## config.mk

```make
export PLATFORM = sky130hd
export DESIGN_NAME = ascii_number_parser
export DESIGN_NICKNAME = d
export VERILOG_FILES = /design/src/rtl/anp_pkg.sv /design/src/rtl/ascii_number_parser.sv
export SDC_FILE = /design/constraint.sdc
export NUM_CORES = 1
export LEC_CHECK = 0
export CORE_AREA = 4 4 104 106
export CTS_CLUSTER_DIAMETER = 120
export DETAILED_ROUTE_END_ITERATION = 7
export DIE_AREA = 0 0 108 110
export DONT_BUFFER_PORTS = 1
export PLACE_DENSITY = 0.8
export SLEW_MARGIN = 0
export SYNTH_ARGS = -nofsm -noshare
export SYNTH_HDL_FRONTEND = slang
export SYNTH_SLANG_ARGS = --single-unit
```

## constraint.sdc

```tcl
create_clock -name clk -period 6 [get_ports clk]
set_input_delay 1.5 -clock clk [delete_from_list [all_inputs] [get_ports clk]]
set_output_delay 1.5 -clock clk [all_outputs]
set_load 0.005 [all_outputs]
```

## src/rtl/anp_pkg.sv

```systemverilog
// ----------------------------------------------------------------------------
// ASCII number parser package
// Shared request/result types and character constants for the parser.
// ----------------------------------------------------------------------------
package anp_pkg;

    // Default longest string, counting the terminator position.
    localparam int MAX_POSITIONS_DEFAULT = 11;
    localparam int POS_W = 4;

    localparam logic [7:0] CHAR_NUL   = 8'h00;
    localparam logic [7:0] CHAR_ZERO  = 8'h30;
    localparam logic [7:0] CHAR_NINE  = 8'h39;
    localparam logic [7:0] CHAR_UC_A  = 8'h41;
    localparam logic [7:0] CHAR_UC_F  = 8'h46;
    localparam logic [7:0] CHAR_LC_A  = 8'h61;
    localparam logic [7:0] CHAR_LC_F  = 8'h66;
    localparam logic [7:0] CHAR_UC_K  = 8'h4B;
    localparam logic [7:0] CHAR_LC_K  = 8'h6B;
    localparam logic [7:0] CHAR_UC_M  = 8'h4D;
    localparam logic [7:0] CHAR_LC_M  = 8'h6D;
    localparam logic [7:0] CHAR_UC_X  = 8'h58;
    localparam logic [7:0] CHAR_LC_X  = 8'h78;

    // Offsets that map a letter digit onto its value ('A' - 10, 'a' - 10).
    localparam logic [7:0] UC_HEX_BASE = 8'h37;
    localparam logic [7:0] LC_HEX_BASE = 8'h57;

    localparam int KILO_SHIFT = 10;
    localparam int MEGA_SHIFT = 20;

    typedef struct packed {
        logic [7:0] char_code;
        logic       start_flag;
    } req_t;

    typedef struct packed {
        logic [31:0] number_value;
        logic        accepted;
    } rsp_t;

endpackage

```

## src/rtl/ascii_number_parser.sv

```systemverilog
// ----------------------------------------------------------------------------
// ASCII number parser
// Parses a character stream into a 32-bit decimal or hexadecimal value.
// ----------------------------------------------------------------------------
// Usage:
//   The request channel (req_valid, req_stall, req) carries one character per
//   request; start_flag marks the first character of a new string. The result
//   channel (rsp_valid, rsp_stall, rsp) carries one result per string, given
//   when the string is accepted (NUL or k/m suffix) or rejected.
//   A request is registered in the request register at acceptance and is
//   evaluated from there once the result register can take its result;
//   the result is then registered in the result register.
//   One request per cycle is taken as long as the result side keeps up; the
//   parse state update (times-ten-and-add or hex shift) is the only loop.
//   When the receiver stalls, the result register holds its value and the
//   request register fills; req_stall then rises until the result is taken.
//   After reset the parser waits for a start flag and ignores characters
//   that come before it. Characters after a decision are ignored until the
//   next start flag.
// ----------------------------------------------------------------------------
module ascii_number_parser #(
    parameter int MAX_POSITIONS = anp_pkg::MAX_POSITIONS_DEFAULT
) (
    input  logic          clk,
    input  logic          rst_n,
    input  logic          req_valid,
    output logic          req_stall,
    input  anp_pkg::req_t req,
    output logic          rsp_valid,
    input  logic          rsp_stall,
    output anp_pkg::rsp_t rsp
);

    localparam logic [anp_pkg::POS_W-1:0] LAST_POS = anp_pkg::POS_W'(MAX_POSITIONS - 1);
    localparam logic [anp_pkg::POS_W-1:0] POS_ONE  = anp_pkg::POS_W'(1);
    localparam logic [anp_pkg::POS_W-1:0] POS_TWO  = anp_pkg::POS_W'(2);

    logic                      in_vld_reg, in_vld_next;
    anp_pkg::req_t             in_reg;
    logic                      out_vld_reg, out_vld_next;
    anp_pkg::rsp_t             out_reg, out_next;

    logic [anp_pkg::POS_W-1:0] pos_reg, pos_next;
    logic [31:0]               acc_reg, acc_next;
    logic                      hex_reg, hex_next;
    logic                      zero_reg, zero_next;
    logic                      decided_reg, decided_next;

    logic                      advance;
    logic                      accept;

    // Effective state after a possible start flag.
    logic [anp_pkg::POS_W-1:0] pos_cur;
    logic [31:0]               acc_cur;
    logic                      hex_cur;
    logic                      zero_cur;
    logic                      decided_cur;

    logic [7:0]                c;
    logic                      is_dec;
    logic                      is_uc_hex;
    logic                      is_lc_hex;
    logic [3:0]                hex_val;
    logic [31:0]               dec_acc;
    logic                      done;
    logic                      ok;
    logic [31:0]               val;

    assign advance   = in_vld_reg && (!out_vld_reg || !rsp_stall);
    assign req_stall = in_vld_reg && !advance;
    assign accept    = req_valid && !req_stall;
    assign rsp_valid = out_vld_reg;
    assign rsp       = out_reg;

    assign c         = in_reg.char_code;
    assign is_dec    = (c >= anp_pkg::CHAR_ZERO) && (c <= anp_pkg::CHAR_NINE);
    assign is_uc_hex = (c >= anp_pkg::CHAR_UC_A) && (c <= anp_pkg::CHAR_UC_F);
    assign is_lc_hex = (c >= anp_pkg::CHAR_LC_A) && (c <= anp_pkg::CHAR_LC_F);

    always_comb
    begin
        if (is_uc_hex)
            hex_val = 4'(c - anp_pkg::UC_HEX_BASE);
        else if (is_lc_hex)
            hex_val = 4'(c - anp_pkg::LC_HEX_BASE);
        else
            hex_val = 4'(c - anp_pkg::CHAR_ZERO);
    end

    always_comb
    begin
        if (in_reg.start_flag)
        begin
            pos_cur     = '0;
            acc_cur     = '0;
            hex_cur     = 1'b0;
            zero_cur    = 1'b0;
            decided_cur = 1'b0;
        end
        else
        begin
            pos_cur     = pos_reg;
            acc_cur     = acc_reg;
            hex_cur     = hex_reg;
            zero_cur    = zero_reg;
            decided_cur = decided_reg;
        end
    end

    // Multiply by ten as two shifts and an add, then add the digit.
    assign dec_acc = (acc_cur << 3) + (acc_cur << 1) + {28'd0, hex_val};

    always_comb
    begin
        pos_next     = pos_cur;
        acc_next     = acc_cur;
        hex_next     = hex_cur;
        zero_next    = zero_cur;
        decided_next = decided_cur;
        done         = 1'b0;
        ok           = 1'b0;
        val          = '0;

        if (!decided_cur)
        begin
            if (hex_cur)
            begin
                if (c == anp_pkg::CHAR_NUL)
                begin
                    done = 1'b1;
                    ok   = (pos_cur != POS_TWO);
                    val  = acc_cur;
                end
                else if ((pos_cur < LAST_POS) && (is_dec || is_uc_hex || is_lc_hex))
                begin
                    acc_next = {acc_cur[27:0], hex_val};
                    pos_next = pos_cur + POS_ONE;
                end
                else
                begin
                    done = 1'b1;
                end
            end
            else
            begin
                if ((pos_cur == POS_ONE) && zero_cur &&
                    ((c == anp_pkg::CHAR_LC_X) || (c == anp_pkg::CHAR_UC_X)))
                begin
                    hex_next = 1'b1;
                    acc_next = '0;
                    pos_next = POS_TWO;
                end
                else if (c == anp_pkg::CHAR_NUL)
                begin
                    done = 1'b1;
                    ok   = 1'b1;
                    val  = acc_cur;
                end
                else if (((c == anp_pkg::CHAR_LC_K) || (c == anp_pkg::CHAR_UC_K)) &&
                         (pos_cur != '0))
                begin
                    done = 1'b1;
                    ok   = 1'b1;
                    val  = acc_cur << anp_pkg::KILO_SHIFT;
                end
                else if (((c == anp_pkg::CHAR_LC_M) || (c == anp_pkg::CHAR_UC_M)) &&
                         (pos_cur != '0))
                begin
                    done = 1'b1;
                    ok   = 1'b1;
                    val  = acc_cur << anp_pkg::MEGA_SHIFT;
                end
                else if ((pos_cur < LAST_POS) && is_dec)
                begin
                    acc_next = dec_acc;
                    if ((pos_cur == '0) && (c == anp_pkg::CHAR_ZERO))
                        zero_next = 1'b1;
                    pos_next = pos_cur + POS_ONE;
                end
                else
                begin
                    done = 1'b1;
                end
            end
            if (done)
                decided_next = 1'b1;
        end
    end

    always_comb
    begin
        out_next.number_value = ok ? val : 32'd0;
        out_next.accepted     = ok;
    end

    always_comb
    begin
        if (accept)
            in_vld_next = 1'b1;
        else if (advance)
            in_vld_next = 1'b0;
        else
            in_vld_next = in_vld_reg;

        if (advance)
            out_vld_next = done;
        else if (out_vld_reg && !rsp_stall)
            out_vld_next = 1'b0;
        else
            out_vld_next = out_vld_reg;
    end

    always_ff @(posedge clk or negedge rst_n)
    begin
        if (!rst_n)
        begin
            in_vld_reg  <= 1'b0;
            out_vld_reg <= 1'b0;
            pos_reg     <= '0;
            acc_reg     <= '0;
            hex_reg     <= 1'b0;
            zero_reg    <= 1'b0;
            decided_reg <= 1'b1;
        end
        else
        begin
            in_vld_reg  <= in_vld_next;
            out_vld_reg <= out_vld_next;
            if (advance)
            begin
                pos_reg     <= pos_next;
                acc_reg     <= acc_next;
                hex_reg     <= hex_next;
                zero_reg    <= zero_next;
                decided_reg <= decided_next;
            end
        end
    end

    always_ff @(posedge clk)
    begin
        if (accept)
            in_reg <= req;
        if (advance && done)
            out_reg <= out_next;
    end

endmodule
```

==> results_dict.tcl <==
set metrics [dict create \
    outcome "finished clean" \
    post-synth-top-area-fraction_pct 19.9 \
    max_freq_mhz 209 \
    synth.top_cells.by_area "sky130_fd_sc_hd__edfxtp_1, sky130_fd_sc_hd__dfrtp_1, sky130_fd_sc_hd__ha_1" \
    utilization_pct 67.7 \
    globalRouteTotalUtil_pct 30.9 \
    netlist_instances 715 \
    worst_setup_hold_path_clk_slew_ns 0.09 \
    ys_ff_latch 83 \
    drt_wl_total_um 17700 \
    synthTopCellsByCount "sky130_fd_sc_hd__nor2_1, sky130_fd_sc_hd__nand2_1, sky130_fd_sc_hd__ha_1" \
    max_slew_margin_pct 32.0 \
    pin_count_of_the_biggest_net_entering_global_routing 42 \
    hold_buf_count_cts 0 \
    cts_buffer_depth 2 \
    grt_first_pass_wirelength_um 28300 \
    syn_nets 795 \
    final_count_of_hold_timing_violations 0 \
    gp_routability_congestion 1.02 \
    timing.final.setup_violations 0 \
    num_antenna_cells 0 \
    buffers_inserted_during_post_cts_setup_optimization 0 \
    synth.largest_area_cell "sky130_fd_sc_hd__edfxtp_1" \
    area_of_the_multi_input_gates_um2 3780 \
    final_net_count 783 \
    cp_class "reg2reg" \
    final-max-slew-violation-count 0 \
    mappedNetlistArea_um2 6340 \
    synth-warning-count 0 \
    root_buffer "sky130_fd_sc_hd__clkbuf_8" \
    number_of_cells_on_the_worst_reg_to_reg_path 13 \
    area_enclosed_by_the_die_boundary_um2 11900 \
    tns_setup_ns 0 \
    largest_register_ffs 33 \
    grt_setup_unrepaired "false" \
    worstReg2RegEnd "acc_reg[29]$_DFFE_PN0P_" \
    pwr_per_cell_area_nw_per_um2 238 \
    timing.critical_path.to_type "register" \
    num_vias 5713 \
    final.period_utilization_pct 79.9 \
    period_needed_ns 4.79 \
    initialDrtViolationCount 615 \
    yosys_most_used_dff "sky130_fd_sc_hd__edfxtp_1" \
    timing.critical_path.from_type "register" \
    placement.io_buffers 0 \
    coreArea_um2 9770 \
    leakage_nw 2.88 \
    critical_path_arrival_ns 5.08 \
    seqCellArea_um2 2290 \
    detail_route.drc_violations 0 \
    fill_cells 828 \
    route.antenna.remaining_nets 0 \
    peakVddDrop_mv 0.116 \
    placement_rows 36 \
    clock_tree_from_tritoncts "built" \
    worst_hold_path_depth 2 \
    syn_avg_cell_area_um2 8.87 \
    number_of_buffers_inserted_during_clock_tree_synthesis 9 \
    first_global_vias 5464 \
    clock_sink_count 83 \
    grt_antenna_before_repair 0 \
    finalClockSkew_ns 0.0133 \
    route.detailed.wl_per_inst_um 21.1 \
    start_util_pct 64.9 \
    route.detailed.vias_per_inst 6.79 \
    worst_r2r_startpoint "in_reg[0]$_DFFE_PP_" \
    io_pins 48 \
    critPathMaxFanout 23 \
    floorplan.die.width_um 108 \
    yosys.cell_count.top_type "sky130_fd_sc_hd__nor2_1" \
    layout-area-overhead-vs-synth_pct 4.22 \
    hold-path-endpoint "acc_reg[12]$_DFFE_PN0P_" \
    cts_resized 0 \
    drv.max_cap_violation_count 0 \
    number_of_enable_type_register_cells_in_the_synthesized_netlist 42 \
    r2r_setup_slack_ns 1.21 \
    critical_path_required_ns 6.29 \
    globalRouteOverflowTotal 0 \
    detailedRoute.firstPassIterationCount 5 \
    max_slew.worst_pin.slew_ns 1.01 \
    holdCritStartpoint "acc_reg[12]$_DFFE_PN0P_" \
    detailed_placer_s_ending_hpwl_um 13500 \
    y_dimension_of_the_die_um 110 \
    clk_latency_ns 0.37 \
    synth_seq_area_share_pct 36.1 \
    postSynth.asyncResetShare_pct 49.4 \
    post_route_cells_drive_above_1_share_pct 5.08 \
    cell_variety_after_synth 69 \
    cts_max_level 3 \
    hold_path.class "reg2reg" \
]
-- cell families after synthesis --
logic type	after synthesis	share of synthesized area, %
AOI/OAI and AO/OA	222	24.1
xor gates and xnor gates	23	3.17
adders and majority gates	67	13.4
buffers and inverters	74	4.54
DFF	83	36.1
muxes	5	0.809
and+or+nand+nor	241	17.8
-- cells in the final DEF, fill, tap and decap left out, types with 3 or more instances in the layout --
cell type | Yosys | layout
sky130_fd_sc_hd__or2_2 | 3 | 3
sky130_fd_sc_hd__nand2b_1 | 6 | 6
sky130_fd_sc_hd__xnor2_1 | 16 | 16
sky130_fd_sc_hd__a21o_1 | 16 | 16
sky130_fd_sc_hd__and3_1 | 3 | 3
sky130_fd_sc_hd__nor3_1 | 8 | 7
sky130_fd_sc_hd__or3_1 | 3 | 3
sky130_fd_sc_hd__nand3_1 | 19 | 19
sky130_fd_sc_hd__a21oi_1 | 34 | 34
sky130_fd_sc_hd__and2_1 | 5 | 5
sky130_fd_sc_hd__nor3b_1 | 4 | 4
sky130_fd_sc_hd__ha_1 | 65 | 65
sky130_fd_sc_hd__edfxtp_1 | 42 | 42
sky130_fd_sc_hd__a222oi_1 | 3 | 3
sky130_fd_sc_hd__o221ai_1 | 3 | 3
sky130_fd_sc_hd__a211oi_1 | 4 | 4
sky130_fd_sc_hd__nor2b_1 | 19 | 19
sky130_fd_sc_hd__a31oi_1 | 5 | 5
sky130_fd_sc_hd__o21ai_0 | 52 | 52
sky130_fd_sc_hd__o211ai_1 | 8 | 8
sky130_fd_sc_hd__a22o_1 | 5 | 5
sky130_fd_sc_hd__a221oi_1 | 14 | 14
sky130_fd_sc_hd__nand4_1 | 3 | 3
sky130_fd_sc_hd__o31ai_1 | 4 | 4
sky130_fd_sc_hd__o21a_1 | 4 | 4
sky130_fd_sc_hd__nand3b_1 | 3 | 3
sky130_fd_sc_hd__clkbuf_8 | 0 | 9
sky130_fd_sc_hd__mux2i_1 | 4 | 4
sky130_fd_sc_hd__buf_4 | 0 | 8
sky130_fd_sc_hd__dfrtp_1 | 40 | 40
sky130_fd_sc_hd__a32oi_1 | 5 | 5
sky130_fd_sc_hd__o22ai_1 | 13 | 13
sky130_fd_sc_hd__nor2_1 | 80 | 79
sky130_fd_sc_hd__a22oi_1 | 25 | 25
sky130_fd_sc_hd__o32ai_1 | 3 | 3
sky130_fd_sc_hd__xor2_1 | 7 | 7
sky130_fd_sc_hd__nand2_1 | 75 | 75
sky130_fd_sc_hd__inv_1 | 43 | 43
-- where the power goes --
group	switching, W	internal (W)
Clock	0.000200	0.000146
Combinational	0.000328	0.000149
Sequential	0.0000551	0.000696
Total	0.000583	0.000991
-- metrics by stage --
stage	cells	setup slack, ns	hold slack, ns	area [um^2]	total power [W]
2_1_floorplan	715	1.74	0.442	6340	0.00109
4_1_cts	841	1.34	0.485	6610	0.00156
5_1_grt	841	0.986	0.517	6610	0.00165
3_5_place_dp	825	1.40	0.466	6450	0.00123
3_3_place_gp	825	1.46	0.461	6450	0.00122
6_report	841	1.21	0.491	6610	0.00157
-- final cells by class --
class                   count  share of cell area (%)
inverters                  43                    2.44
well taps                 133                    2.52
clock inverters             6                   0.492
clock buffers              10                    1.93
flip-flops and latches     83                    34.6
multi-input cells         558                    57.1
repair buffers              8                   0.908
-- per-layer routing --
metal	track usage [%]	up-vias	share of wire, %
met5	0	-	0
met4	14.1	0	3.0
met3	5.47	47	8.3
met2	49.7	335	46
met1	40.8	2711	42
li1	-	2620	-
-- worst max path at each step --
stage	start	endpoint	slack [ns]	depth (start not counted)
floorplan	in_reg[0]$_DFFE_PP_	rsp[0]$_DFFE_PP_	1.74	13
global placement	in_reg[0]$_DFFE_PP_	acc_reg[29]$_DFFE_PN0P_	1.46	13
detailed placement	in_reg[0]$_DFFE_PP_	acc_reg[31]$_DFFE_PN0P_	1.40	13
CTS	in_reg[0]$_DFFE_PP_	acc_reg[29]$_DFFE_PN0P_	1.34	13
global route	in_reg[0]$_DFFE_PP_	acc_reg[29]$_DFFE_PN0P_	0.99	13
finish	in_reg[0]$_DFFE_PP_	acc_reg[29]$_DFFE_PN0P_	1.21	13
-- worst max-delay path, cell delays in order (launching register included) --
cell	delay (ns)
sky130_fd_sc_hd__edfxtp_1	0.39
sky130_fd_sc_hd__inv_1	0.63
sky130_fd_sc_hd__nand2_1	0.43
sky130_fd_sc_hd__fa_1	0.67
sky130_fd_sc_hd__inv_1	0.06
sky130_fd_sc_hd__ha_1	0.29
sky130_fd_sc_hd__a21oi_1	0.25
sky130_fd_sc_hd__nor2_1	0.12
sky130_fd_sc_hd__o21bai_1	0.25
sky130_fd_sc_hd__a21oi_1	0.19
sky130_fd_sc_hd__o31ai_1	0.64
sky130_fd_sc_hd__o211ai_1	0.29
sky130_fd_sc_hd__a311o_1	0.41
sky130_fd_sc_hd__o211ai_1	0.10
No activity file was read; power rests on OpenSTA's default activity.
